`config.mk`:
```
export PLATFORM = sky130hd
export DESIGN_NAME = bounded_deque_search_sort
export DESIGN_NICKNAME = d
export VERILOG_FILES = /design/src/hw/rtl/bdss_pkg.sv /design/src/hw/rtl/bounded_deque_search_sort.sv /design/src/hw/rtl/bdss_ctrl.sv /design/src/hw/rtl/bdss_dp.sv
export SDC_FILE = /design/constraint.sdc
export NUM_CORES = 2
export LEC_CHECK = 0
export ABC_CLOCK_PERIOD_IN_PS = 15150
export BUFFER_PORTS_ARGS = -buffer_cell sky130_fd_sc_hd__buf_2
export CAP_MARGIN = 20
export CORE_ASPECT_RATIO = 0.75
export CORE_MARGIN = 2
export CORE_UTILIZATION = 58
export DETAILED_ROUTE_END_ITERATION = 6
export HOLD_SLACK_MARGIN = 0.06
export PLACE_DENSITY = 0.77
export SYNTH_ARGS = -nofsm -noshare
export SYNTH_HDL_FRONTEND = slang
export SYNTH_HIERARCHICAL = 1
export SYNTH_SLANG_ARGS = --single-unit
export TNS_END_PERCENT = 1
```
`constraint.sdc`:
```
create_clock -name clk -period 15.15 [get_ports clk]
set_input_delay 1.515 -clock clk [delete_from_list [all_inputs] [get_ports clk]]
set_output_delay 1.515 -clock clk [all_outputs]
set_load 0.03 [all_outputs]
```
`src/hw/rtl/bdss_pkg.sv`:
```
// Shared types, codes and helper functions for the bounded deque with search and sort.
// Used by bdss_ctrl, bdss_dp, the top level and bdss_checker; depends on nothing.
`timescale 1ns / 1ps

package bdss_pkg;

    localparam int NameW  = 152;
    localparam int PriceW = 16;
    localparam int TotalW = 20;
    localparam int CountW = 5;
    localparam int InDataW  = 168;
    localparam int OutDataW = 200;

    // Request kinds.
    localparam logic [2:0] REQ_PUSH_FRONT = 3'd0;
    localparam logic [2:0] REQ_PUSH_BACK  = 3'd1;
    localparam logic [2:0] REQ_POP_FRONT  = 3'd2;
    localparam logic [2:0] REQ_POP_BACK   = 3'd3;
    localparam logic [2:0] REQ_FIND_NAME  = 3'd4;
    localparam logic [2:0] REQ_FIND_PRICE = 3'd5;
    localparam logic [2:0] REQ_SORT       = 3'd6;

    // Result status codes.
    localparam logic [2:0] ST_OK        = 3'd0;
    localparam logic [2:0] ST_FULL      = 3'd1;
    localparam logic [2:0] ST_EMPTY     = 3'd2;
    localparam logic [2:0] ST_NOT_FOUND = 3'd3;
    localparam logic [2:0] ST_TOO_FEW   = 3'd4;

    typedef struct packed {
        logic [PriceW-1:0] price;
        logic [NameW-1:0]  name;
    } rec_t;

    typedef enum logic [1:0] {RD_I, RD_J, RD_POP_FRONT, RD_POP_BACK} rd_sel_t;
    typedef enum logic [1:0] {WR_PUSH, WR_J, WR_I} wr_sel_t;
    typedef enum logic [1:0] {SRC_NONE, SRC_Q, SRC_A, SRC_RD} out_src_t;

    typedef struct packed {
        logic     capture;
        logic     push;
        logic     pop_take;
        logic     rd_en;
        rd_sel_t  rd_sel;
        logic     wr_en;
        wr_sel_t  wr_sel;
        logic     a_load_rd;
        logic     i_clr;
        logic     i_inc;
        logic     j_init;
        logic     j_inc;
        logic     out_load;
        out_src_t out_src;
        logic [2:0] out_status;
        logic     out_last;
    } cmd_t;

    typedef struct packed {
        logic [2:0] req;
        logic       full;
        logic       empty;
        logic       few;
        logic       hit;
        logic       swap;
        logic       find_more;
        logic       j_more;
        logic       i_more;
        logic       out_last;
        logic       out_free;
    } stat_t;

    // Clears every byte after the first zero byte of the name.
    function automatic logic [NameW-1:0] canon_name(logic [NameW-1:0] name);
        logic             alive;
        logic [NameW-1:0] res;
        alive = 1'b1;
        res   = '0;
        for (int k = 0; k < NameW / 8; k++)
        begin
            if (alive)
            begin
                res[k*8 +: 8] = name[k*8 +: 8];
            end
            if (name[k*8 +: 8] == 8'h00)
            begin
                alive = 1'b0;
            end
        end
        return res;
    endfunction

endpackage

```
`src/hw/rtl/bounded_deque_search_sort.sv`:
```
// Bounded double-ended record list with find and exchange sort, one request at a time.
// A find reads each held record in turn; a sort takes each outer position, compares it with
// every later record, then reads every record out in order. The record memory has one
// read and one write port. A new request is taken only once the previous one has handed
// its last result, if any, to the output register. Reset (rst_n low, asynchronous)
// empties the list and clears count and total; record memory is not cleared, since only
// held records are ever read.
`timescale 1ns / 1ps

// Top level: joins the controller and the datapath.
// Depends on bdss_pkg, bdss_ctrl and bdss_dp.
module bounded_deque_search_sort #(
    parameter int DEPTH = 16
) (
    input  logic        clk,
    input  logic        rst_n,
    input  logic        s_axis_tvalid,
    output logic        s_axis_tready,
    // item_price[167:152], name_bytes_high[151:128], name_bytes_mid[127:64],
    // name_bytes_low[63:0]
    input  logic [167:0] s_axis_tdata,
    // req_type[2:0]
    input  logic [2:0]  s_axis_tuser,
    output logic        m_axis_tvalid,
    input  logic        m_axis_tready,
    // zero pad[199:193], price_total[192:173], record_count[172:168], out_price[167:152],
    // out_name_high[151:128], out_name_mid[127:64], out_name_low[63:0]
    output logic [199:0] m_axis_tdata,
    // status[2:0]
    output logic [2:0]  m_axis_tuser,
    // last_of_run: marks the final result item of a request
    output logic        m_axis_tlast
);

    // The controller only sequences; all state that the list needs lives in the datapath.
    bdss_pkg::cmd_t  cmd;
    bdss_pkg::stat_t stat;

    bdss_ctrl u_ctrl (
        .clk           (clk),
        .rst_n         (rst_n),
        .s_axis_tvalid (s_axis_tvalid),
        .s_axis_tready (s_axis_tready),
        .stat          (stat),
        .cmd           (cmd)
    );

    // The datapath holds the result register, so the next step of a find or a sort goes on
    // while a finished result item waits for the downstream side.
    bdss_dp #(
        .DEPTH (DEPTH)
    ) u_dp (
        .clk           (clk),
        .rst_n         (rst_n),
        .s_axis_tdata  (s_axis_tdata),
        .s_axis_tuser  (s_axis_tuser),
        .cmd           (cmd),
        .stat          (stat),
        .m_axis_tvalid (m_axis_tvalid),
        .m_axis_tready (m_axis_tready),
        .m_axis_tdata  (m_axis_tdata),
        .m_axis_tuser  (m_axis_tuser),
        .m_axis_tlast  (m_axis_tlast)
    );

endmodule

```
`src/hw/rtl/bdss_ctrl.sv`:
```
// Controller state machine for the bounded deque: sequences requests as datapath commands.
// Depends on bdss_pkg.
`timescale 1ns / 1ps

module bdss_ctrl (
    input  logic            clk,
    input  logic            rst_n,
    input  logic            s_axis_tvalid,
    output logic            s_axis_tready,
    input  bdss_pkg::stat_t stat,
    output bdss_pkg::cmd_t  cmd
);

    typedef enum logic [4:0] {
        S_IDLE, S_DECODE, S_PUSH, S_POP_TAKE, S_EMIT_Q, S_EMIT_A, S_EMIT_ERR,
        S_FIND_RD, S_FIND_CHK, S_FIND_END, S_SORT_RDI, S_SORT_TAKEI, S_SORT_RDJ,
        S_SORT_CMP, S_SORT_WRI, S_OUT_RD, S_OUT_EMIT
    } state_t;

    state_t     state_reg, state_next;
    logic [2:0] err_reg, err_next;
    logic       pend_reg, pend_next;

    always_ff @(posedge clk or negedge rst_n)
    begin
        if (!rst_n)
        begin
            state_reg <= S_IDLE;
            err_reg   <= bdss_pkg::ST_OK;
            pend_reg  <= 1'b0;
        end
        else
        begin
            state_reg <= state_next;
            err_reg   <= err_next;
            pend_reg  <= pend_next;
        end
    end

    always_comb
    begin
        cmd           = '0;
        state_next    = state_reg;
        err_next      = err_reg;
        pend_next     = pend_reg;
        s_axis_tready = 1'b0;
        case (state_reg)
            S_IDLE:
            begin
                s_axis_tready = 1'b1;
                if (s_axis_tvalid)
                begin
                    cmd.capture = 1'b1;
                    state_next  = S_DECODE;
                end
            end
            S_DECODE:
            begin
                pend_next = 1'b0;
                case (stat.req)
                    bdss_pkg::REQ_PUSH_FRONT, bdss_pkg::REQ_PUSH_BACK:
                    begin
                        if (stat.full)
                        begin
                            err_next   = bdss_pkg::ST_FULL;
                            state_next = S_EMIT_ERR;
                        end
                        else
                        begin
                            state_next = S_PUSH;
                        end
                    end
                    bdss_pkg::REQ_POP_FRONT, bdss_pkg::REQ_POP_BACK:
                    begin
                        if (stat.empty)
                        begin
                            err_next   = bdss_pkg::ST_EMPTY;
                            state_next = S_EMIT_ERR;
                        end
                        else
                        begin
                            cmd.rd_en  = 1'b1;
                            cmd.rd_sel = (stat.req == bdss_pkg::REQ_POP_FRONT) ?
                                         bdss_pkg::RD_POP_FRONT : bdss_pkg::RD_POP_BACK;
                            state_next = S_POP_TAKE;
                        end
                    end
                    bdss_pkg::REQ_FIND_NAME, bdss_pkg::REQ_FIND_PRICE:
                    begin
                        if (stat.empty)
                        begin
                            err_next   = bdss_pkg::ST_NOT_FOUND;
                            state_next = S_EMIT_ERR;
                        end
                        else
                        begin
                            cmd.i_clr  = 1'b1;
                            state_next = S_FIND_RD;
                        end
                    end
                    bdss_pkg::REQ_SORT:
                    begin
                        if (stat.few)
                        begin
                            err_next   = bdss_pkg::ST_TOO_FEW;
                            state_next = S_EMIT_ERR;
                        end
                        else
                        begin
                            cmd.i_clr  = 1'b1;
                            state_next = S_SORT_RDI;
                        end
                    end
                    default:
                    begin
                        state_next = S_IDLE;
                    end
                endcase
            end
            S_PUSH:
            begin
                cmd.wr_en  = 1'b1;
                cmd.wr_sel = bdss_pkg::WR_PUSH;
                cmd.push   = 1'b1;
                state_next = S_EMIT_Q;
            end
            S_POP_TAKE:
            begin
                cmd.pop_take = 1'b1;
                state_next   = S_EMIT_A;
            end
            S_EMIT_Q, S_EMIT_A, S_EMIT_ERR:
            begin
                if (stat.out_free)
                begin
                    cmd.out_load   = 1'b1;
                    cmd.out_last   = 1'b1;
                    cmd.out_status = (state_reg == S_EMIT_ERR) ? err_reg : bdss_pkg::ST_OK;
                    cmd.out_src    = (state_reg == S_EMIT_Q) ? bdss_pkg::SRC_Q :
                                     (state_reg == S_EMIT_A) ? bdss_pkg::SRC_A :
                                     bdss_pkg::SRC_NONE;
                    state_next     = S_IDLE;
                end
            end
            S_FIND_RD:
            begin
                cmd.rd_en  = 1'b1;
                cmd.rd_sel = bdss_pkg::RD_I;
                state_next = S_FIND_CHK;
            end
            S_FIND_CHK:
            begin
                // A new match pushes the previous one out, which needs a free output register.
                if (!(stat.hit && pend_reg && !stat.out_free))
                begin
                    if (stat.hit)
                    begin
                        cmd.a_load_rd = 1'b1;
                        pend_next     = 1'b1;
                        if (pend_reg)
                        begin
                            cmd.out_load   = 1'b1;
                            cmd.out_src    = bdss_pkg::SRC_A;
                            cmd.out_status = bdss_pkg::ST_OK;
                        end
                    end
                    cmd.i_inc  = 1'b1;
                    state_next = stat.find_more ? S_FIND_RD : S_FIND_END;
                end
            end
            S_FIND_END:
            begin
                if (pend_reg)
                begin
                    state_next = S_EMIT_A;
                end
                else
                begin
                    err_next   = bdss_pkg::ST_NOT_FOUND;
                    state_next = S_EMIT_ERR;
                end
            end
            S_SORT_RDI:
            begin
                cmd.rd_en  = 1'b1;
                cmd.rd_sel = bdss_pkg::RD_I;
                state_next = S_SORT_TAKEI;
            end
            S_SORT_TAKEI:
            begin
                cmd.a_load_rd = 1'b1;
                cmd.j_init    = 1'b1;
                state_next    = S_SORT_RDJ;
            end
            S_SORT_RDJ:
            begin
                cmd.rd_en  = 1'b1;
                cmd.rd_sel = bdss_pkg::RD_J;
                state_next = S_SORT_CMP;
            end
            S_SORT_CMP:
            begin
                if (stat.swap)
                begin
                    cmd.wr_en     = 1'b1;
                    cmd.wr_sel    = bdss_pkg::WR_J;
                    cmd.a_load_rd = 1'b1;
                end
                cmd.j_inc  = 1'b1;
                state_next = stat.j_more ? S_SORT_RDJ : S_SORT_WRI;
            end
            S_SORT_WRI:
            begin
                cmd.wr_en  = 1'b1;
                cmd.wr_sel = bdss_pkg::WR_I;
                if (stat.i_more)
                begin
                    cmd.i_inc  = 1'b1;
                    state_next = S_SORT_RDI;
                end
                else
                begin
                    cmd.i_clr  = 1'b1;
                    state_next = S_OUT_RD;
                end
            end
            S_OUT_RD:
            begin
                cmd.rd_en  = 1'b1;
                cmd.rd_sel = bdss_pkg::RD_I;
                state_next = S_OUT_EMIT;
            end
            S_OUT_EMIT:
            begin
                if (stat.out_free)
                begin
                    cmd.out_load   = 1'b1;
                    cmd.out_src    = bdss_pkg::SRC_RD;
                    cmd.out_status = bdss_pkg::ST_OK;
                    cmd.out_last   = stat.out_last;
                    cmd.i_inc      = 1'b1;
                    state_next     = stat.out_last ? S_IDLE : S_OUT_RD;
                end
            end
            default:
            begin
                state_next = S_IDLE;
            end
        endcase
    end

endmodule

```
`src/hw/rtl/bdss_dp.sv`:
```
// Datapath of the bounded deque: record memory, pointers, counters and the result register.
// Depends on bdss_pkg; driven by bdss_ctrl commands.
`timescale 1ns / 1ps

module bdss_dp #(
    parameter int DEPTH = 16
) (
    input  logic                              clk,
    input  logic                              rst_n,
    input  logic [bdss_pkg::InDataW-1:0]      s_axis_tdata,
    input  logic [2:0]                        s_axis_tuser,
    input  bdss_pkg::cmd_t                    cmd,
    output bdss_pkg::stat_t                   stat,
    output logic                              m_axis_tvalid,
    input  logic                              m_axis_tready,
    output logic [bdss_pkg::OutDataW-1:0]     m_axis_tdata,
    output logic [2:0]                        m_axis_tuser,
    output logic                              m_axis_tlast
);

    localparam int IW = (DEPTH > 2) ? $clog2(DEPTH) : 1;
    localparam int CW = $clog2(DEPTH + 1);

    bdss_pkg::rec_t mem [DEPTH];

    bdss_pkg::rec_t q_reg, a_reg, rd_data_reg, out_rec_reg;
    logic [2:0]     req_reg;
    logic [IW-1:0]  front_reg;
    logic [CW-1:0]  count_reg, i_reg, j_reg;
    logic [bdss_pkg::TotalW-1:0] total_reg, out_total_reg;
    logic [CW-1:0]  out_count_reg;
    logic [2:0]     out_status_reg;
    logic           out_last_reg, out_valid_reg;

    logic [IW-1:0]  rd_addr, wr_addr, front_dec, front_inc;
    bdss_pkg::rec_t wr_data, out_src_rec;
    logic [8:0]     count_ext;

    function automatic logic [IW-1:0] slot_of(logic [CW-1:0] pos);
        logic [CW:0] sum;
        sum = (CW+1)'(front_reg) + (CW+1)'(pos);
        if (sum >= (CW+1)'(DEPTH))
        begin
            sum = sum - (CW+1)'(DEPTH);
        end
        return sum[IW-1:0];
    endfunction

    assign front_dec = (front_reg == '0) ? IW'(DEPTH - 1) : front_reg - 1'b1;
    assign front_inc = (front_reg == IW'(DEPTH - 1)) ? '0 : front_reg + 1'b1;

    always_comb
    begin
        case (cmd.rd_sel)
            bdss_pkg::RD_I:         rd_addr = slot_of(i_reg);
            bdss_pkg::RD_J:         rd_addr = slot_of(j_reg);
            bdss_pkg::RD_POP_FRONT: rd_addr = front_reg;
            bdss_pkg::RD_POP_BACK:  rd_addr = slot_of(count_reg - 1'b1);
            default:                rd_addr = front_reg;
        endcase
    end

    always_comb
    begin
        case (cmd.wr_sel)
            bdss_pkg::WR_PUSH:
            begin
                wr_addr = (req_reg == bdss_pkg::REQ_PUSH_FRONT) ? front_dec : slot_of(count_reg);
                wr_data = q_reg;
            end
            bdss_pkg::WR_J:
            begin
                wr_addr = slot_of(j_reg);
                wr_data = a_reg;
            end
            default:
            begin
                wr_addr = slot_of(i_reg);
                wr_data = a_reg;
            end
        endcase
    end

    always_comb
    begin
        case (cmd.out_src)
            bdss_pkg::SRC_Q:  out_src_rec = q_reg;
            bdss_pkg::SRC_A:  out_src_rec = a_reg;
            bdss_pkg::SRC_RD: out_src_rec = rd_data_reg;
            default:          out_src_rec = '0;
        endcase
    end

    always_ff @(posedge clk)
    begin
        if (cmd.wr_en)
        begin
            mem[wr_addr] <= wr_data;
        end
        if (cmd.rd_en)
        begin
            rd_data_reg <= mem[rd_addr];
        end
    end

    always_ff @(posedge clk)
    begin
        if (cmd.capture)
        begin
            req_reg       <= s_axis_tuser;
            q_reg.name    <= bdss_pkg::canon_name(s_axis_tdata[bdss_pkg::NameW-1:0]);
            q_reg.price   <= s_axis_tdata[bdss_pkg::InDataW-1:bdss_pkg::NameW];
        end
        if (cmd.a_load_rd || cmd.pop_take)
        begin
            a_reg <= rd_data_reg;
        end
        if (cmd.i_clr)
        begin
            i_reg <= '0;
        end
        else if (cmd.i_inc)
        begin
            i_reg <= i_reg + 1'b1;
        end
        if (cmd.j_init)
        begin
            j_reg <= i_reg + 1'b1;
        end
        else if (cmd.j_inc)
        begin
            j_reg <= j_reg + 1'b1;
        end
        if (cmd.out_load)
        begin
            out_rec_reg    <= out_src_rec;
            out_status_reg <= cmd.out_status;
            out_last_reg   <= cmd.out_last;
            out_count_reg  <= count_reg;
            out_total_reg  <= total_reg;
        end
    end

    always_ff @(posedge clk or negedge rst_n)
    begin
        if (!rst_n)
        begin
            front_reg     <= '0;
            count_reg     <= '0;
            total_reg     <= '0;
            out_valid_reg <= 1'b0;
        end
        else
        begin
            if (cmd.push)
            begin
                count_reg <= count_reg + 1'b1;
                total_reg <= total_reg + bdss_pkg::TotalW'(q_reg.price);
                if (req_reg == bdss_pkg::REQ_PUSH_FRONT)
                begin
                    front_reg <= front_dec;
                end
            end
            else if (cmd.pop_take)
            begin
                count_reg <= count_reg - 1'b1;
                total_reg <= total_reg - bdss_pkg::TotalW'(rd_data_reg.price);
                if (req_reg == bdss_pkg::REQ_POP_FRONT)
                begin
                    front_reg <= front_inc;
                end
            end
            if (cmd.out_load)
            begin
                out_valid_reg <= 1'b1;
            end
            else if (m_axis_tready)
            begin
                out_valid_reg <= 1'b0;
            end
        end
    end

    always_comb
    begin
        stat.req       = req_reg;
        stat.full      = (count_reg == CW'(DEPTH));
        stat.empty     = (count_reg == '0);
        stat.few       = (count_reg < CW'(2));
        stat.hit       = (req_reg == bdss_pkg::REQ_FIND_NAME) ?
                         (rd_data_reg.name == q_reg.name) :
                         (rd_data_reg.price == q_reg.price);
        stat.swap      = (a_reg.price > rd_data_reg.price);
        stat.find_more = ((CW+1)'(i_reg) + 1'b1) < (CW+1)'(count_reg);
        stat.j_more    = ((CW+1)'(j_reg) + 1'b1) < (CW+1)'(count_reg);
        stat.i_more    = ((CW+1)'(i_reg) + (CW+1)'(2)) < (CW+1)'(count_reg);
        stat.out_last  = ((CW+1)'(i_reg) + 1'b1) == (CW+1)'(count_reg);
        stat.out_free  = !out_valid_reg || m_axis_tready;
    end

    assign count_ext     = 9'(out_count_reg);
    assign m_axis_tvalid = out_valid_reg;
    assign m_axis_tuser  = out_status_reg;
    assign m_axis_tlast  = out_last_reg;
    assign m_axis_tdata  = {7'b0, out_total_reg, count_ext[4:0], out_rec_reg.price,
                            out_rec_reg.name};

endmodule

```
[Yosys cells after proc, flatten, opt, wreduce, memory -nomap -nowiden]
Memories as Yosys holds them, arrays and structs flattened. A register that Yosys moved wholly into a read port is not among the register bits.
Cells that the tools add are included.
Storage, ports and cells
  register bits after elaboration: 585
  RAM bits: 2688
  input port bits: 175
  output and inout bits: 206
  word-level logic and storage cells: 280
  memories: 1
Memory list
  u_dp.mem: depth 16, width 168, read ports 1, clocked after Yosys merged registers in 1, write ports 1, RTL line bdss_dp.sv:24  | bdss_pkg::rec_t mem [DEPTH];
Operators by class
  add/sub/neg operators: 19
  $lt $le $gt $ge: 9
  eq/ne operators: 46
  muxes and demuxes: 122
  reduce and logical (&&, ||, !) cells: 45
Operators by type and width (count)
  $pmux 168 s3: 1
  $mux 168: 1
  $eq 152x152->1: 1
  $logic_not 8->1: 18
  $pmux 5 s15: 1
  $mux 1: 60
  $mux 4: 15
  $eq 5x4->1 const B: 8
  $mux 20: 2
  $mux 5: 8
  $mux 3: 11
  $add 4x5->6: 4
  $ge 6x5->1 const B: 4
  $add 20x16->20: 1
  $eq 5x3->1 const B: 4
  $pmux 5 s4: 1
  $sub 20x16->20: 1
  $sub 4x1->4 const B: 5
  $lt 6x5->1: 3
  $mux 6: 3
  $pmux 3 s3: 2
  $pmux 6 s3: 1
  $eq 16x16->1: 1
  $gt 16x16->1: 1
  41 further kinds: 84

[Depth between registers and ports, before layout]
  word-level depth: 37
  mapped depth: 18
  gate-level depth less buffers: 17

[Cells and area by module]
The synthesis kept the hierarchy.
By module, submodules not included
  bdss_dp: times used 1, cells each 6431, area each 136510.9 um^2, sequential area each 102858.6 um^2
  bdss_ctrl: times used 1, cells each 170, area each 1217.4 um^2, sequential area each 225.2 um^2

[Worst setup path after synthesis]
No wires, ideal clock.
  path kind: register to register
  start: register u_ctrl.state_reg[2]
  end: register, netlist name u_dp/rd_data_reg[0]
  library setup time: 928 ps
  arrival: 12819 ps
  data required time: 14222 ps
  slack: 1403 ps
  cell stages (with the launch flop): 7
  buffers on the path: 2
  period minus slack after synthesis: 13747 ps
  path through: dfrtp_1 buf_2 buf_2 xnor2_1 nor3_1 a31oi_1 o21ai_0
RTL lines
  start: declaration: RTL line bdss_ctrl.sv:20  | state_t state_reg, state_next;
  start signal: assignment: RTL line bdss_ctrl.sv:34  | state_reg <= state_next;

==> results.txt <==
- Result of the run: finished clean
* Placed instance count: 9905
* Final Non-Filler Cells: 10500
- Post-synthesis cell type with the largest combined area: edfxtp_1
- GRT Residual Overflow: 0
* Placer Congestion: 0.888
- Avg Vias per Cell: 6.76
- Counting flops with a built-in enable in the synthesized netlist gives 3397.
* Row Count: 154
* Worst Max-Slew Pin Slew: 1290 ps
- The clock reaches the later pin of the worst-skew pair after 910 ps.
- Traced cell by cell, the critical path runs through xnor2_1 -> nand4_1 -> nor4_1 -> nand4_1 -> or4_1 -> o21ai_1 -> nand4b_1 -> a21oi_1 -> a21oi_1 -> o21ai_0 -> and2_4 -> buf_4 -> buf_4.
- The path class of the tightest hold or removal check is in2async.
- Final-report max-slew violation count: 0
- Clock tree synthesis selected as its root buffer the cell clkbuf_16.
* Area of combinational cells with multiple inputs: 0.0332 mm2
* Area share of the largest cell type after synthesis: 74.1%
- Count of buffers from port buffering: 373
- Timing-limited maximum frequency: 0.133 GHz
- Routed Wire Length: 368000 um
- For this design, the CTS-stage hold fixing added 0 buffers.
* Post-synthesis cell count: 6601
- Yosys Warn Count: 6
- Area of the mapped netlist: 0.138 mm2
* Sequential Area: 0.103 mm2
* Clock slew at reported path FFs: 60 ps
- After routing, the total negative slack on setup checks comes to 0 ps.
- Final hold viol count: 0
* Antenna-violating nets left: 0
* Post-synthesis sequential area ratio: 74.8%
- The H-tree was split into 5 levels.
- The worst setup path is captured at a flip-flop.
- Share of synthesized flip-flops with an asynchronous set or reset: 1.13%
- Launching element type of the critical path: flip-flop
- The net count of the finished layout is 7371.
- A synthesized cell averages 20.9 um2.
- Final-layout fill cell count: 14800
* CTS tree: built
- Setup violations remaining at the end of the flow were counted as 0.
- Power per standard cell area: 213 mW/mm2
- Total Power Consumption: 32.9 mW
- Number of library cell types mapped by synthesis: 80
* Primary flip-flop cell chosen by synthesis mapping: edfxtp_1
- Chip Height: 426 um
- The slowest stage of the critical path belongs to the cell xnor2_1.
- Unrepaired setup endpoints after global routing: no
* Mean routed wirelength per cell: 35.0 um
- The register with the most flip-flops in the layout has 2688 of them.
- Cells on worst reg2reg path: 13
- Clock sink count: 3441
- The detailed router finished its first iteration with 10900 violations.
- The largest single stage delay on the critical path is 1010 ps.
- I/O pins: 381
- Largest Register: u_dp/mem
- WP data required: 15630 ps
* Kind of critical path: reg2reg
* Maximum number of pins on one net before global-route repair: 151
* Overall track demand over capacity in global routing: 30.3%
- Share of final-layout standard cells stronger than drive strength 1: 27.3%
* Static Leak: 50.1 nW
* Post-Place Worst Slack: 7650 ps
- Ranking of synthesized cells by instance count: edfxtp_1, mux4_2, mux2i_1
- The tool flagged a number of max-cap violations equal to 0.
- The number of setup buffers added after CTS is 0.
- Most used standard cell by instance count after synthesis: edfxtp_1
* Number of antenna violations at the first check in global routing: 18
* Worst vdd ir: 0.287 mV
- Least setup slack across all paths after layout: 7610 ps
* Reg2Reg Setup Slack: 7610 ps
* FF+latch count, synth: 3441
- First-pass GRT wire length: 519000 um
- The final critical path takes up 49.8% of the cycle.
* DR DRC count: 0
- Core Area: 0.235 mm2
- The number of global-route vias before repair came to 70700.
- On the final layout, the worst clock skew is 67.6 ps.
* Number of optimization iterations in the first detailed-route pass: 6
* Arrival time reported for the critical path endpoint: 8020 ps
- The worst register-to-register path ends at u_dp/m_axis_tdata[98].
* Die footprint: 0.241 mm2
- Final HPWL DP: 211000 um
- Subtracting the final worst setup slack from the clock period gives 7540 ps.
- For this configuration, the core starts out at a cell density of 58.5%.
- By area the synthesized netlist is led by edfxtp_1, mux4_2, mux2i_1.
- Layout-stage area growth over the synthesis result: 11.9%
* Count of cells resized by post-cts repair: 0
- Measured along the x axis, the die boundary spans 567 um.
* Total via count in the routed design: 71000
- In this run the worst path has a maximum fanout of 54.
* Worst r2r src: u_dp/q_reg[63]
- In this run the tightest slew margin relative to its limit is 13.6%.
- Number of buffers added by the clock tree synthesis step: 324
* Buffer levels on the longest clock path: 4
## worst max path at each step
stage	startpoint	to	slack (ps)
detailed placement	u_ctrl/state_reg[2]	u_dp/rd_data_reg[60]	7650
global placement	u_ctrl/state_reg[2]	u_dp/rd_data_reg[60]	7710
global route	u_ctrl/state_reg[2]	u_dp/rd_data_reg[60]	6950
CTS	u_ctrl/state_reg[2]	u_dp/rd_data_reg[60]	7610
finish	u_dp/q_reg[63]	u_dp/m_axis_tdata[98]	7610
floorplan	u_ctrl/state_reg[2]	u_dp/rd_data_reg[0]	1400
## layer usage
layer / up-vias / share of wire [%] / routed length (um) / track usage [%]
li1: 28300 / - / - / -
met1: 37200 / 37 / 137000 / 42.6
met2: 4902 / 46 / 169000 / 46.1
met3: 649 / 12 / 45900 / 7.72
met4: 4 / 4.4 / 16000 / 12.2
met5: - / 0.0071 / 26 / 0
## report_power, final
group	leakage [nW]	total, mW	switching (mW)	internal, mW
clock	5.10	8.14	3.50	4.64
sequential	31.3	12.8	0.669	12.1
combinational	13.7	11.9	6.70	5.24
total	50.1	32.9	10.9	22.0
## layout make-up
cell class,instances,share of cell area [%]
antenna,11,0.0179
clock inverter,187,1.27
tap,3120,2.53
multi-input combinational,2774,21.5
timing repair buffer,508,2.06
sequential,3441,66.9
inverter,66,0.161
clock buffer,389,5.53
## critical path: cells and delay by family, from the launching register on
| kind | cells | cell delay, ps |
|---|---|---|
| flops | 1 | 520 |
| buf+inv | 2 | 1890 |
| compound gates | 4 | 1250 |
| simple gates | 6 | 2350 |
| xor+xnor | 1 | 1010 |
## cell families (layout without fill, tap and decap cells)
family	Yosys count	count (layout)	synth area share, %
compound gates	391	391	2.10
other cells	1	18	0.00272
simple gates	562	562	2.22
mux	1512	1512	17.4
buf+inv	392	1150	1.24
xor+xnor	220	220	1.40
flops	3441	3441	74.8
fa+ha+maj	82	82	0.770
## stage by stage
step | area (um2) | util (%) | hold WS [ps]
2_1_floorplan | 138000 | - | 423
3_3_place_gp | 143000 | 60.9 | 460
3_5_place_dp | 143000 | 60.9 | 473
4_1_cts | 154000 | 65.4 | 477
5_1_grt | 154000 | 65.4 | 427
6_report | 154000 | 65.4 | 458
## cell usage in the layout (no fill, tap or decap), types with 57 or more instances in the layout
cell type / instances
a22o_1: 171
and2_1: 103
buf_2: 375
buf_4: 111
clkbuf_1: 57
clkbuf_16: 332
clkinv_1: 68
edfxtp_1: 3397
ha_1: 76
inv_1: 66
mux2_2: 323
mux2i_1: 512
mux4_2: 672
nand2_1: 114
nor2_1: 69
o21ai_0: 70
xnor2_1: 165
(Power assumes the default switching activity.)
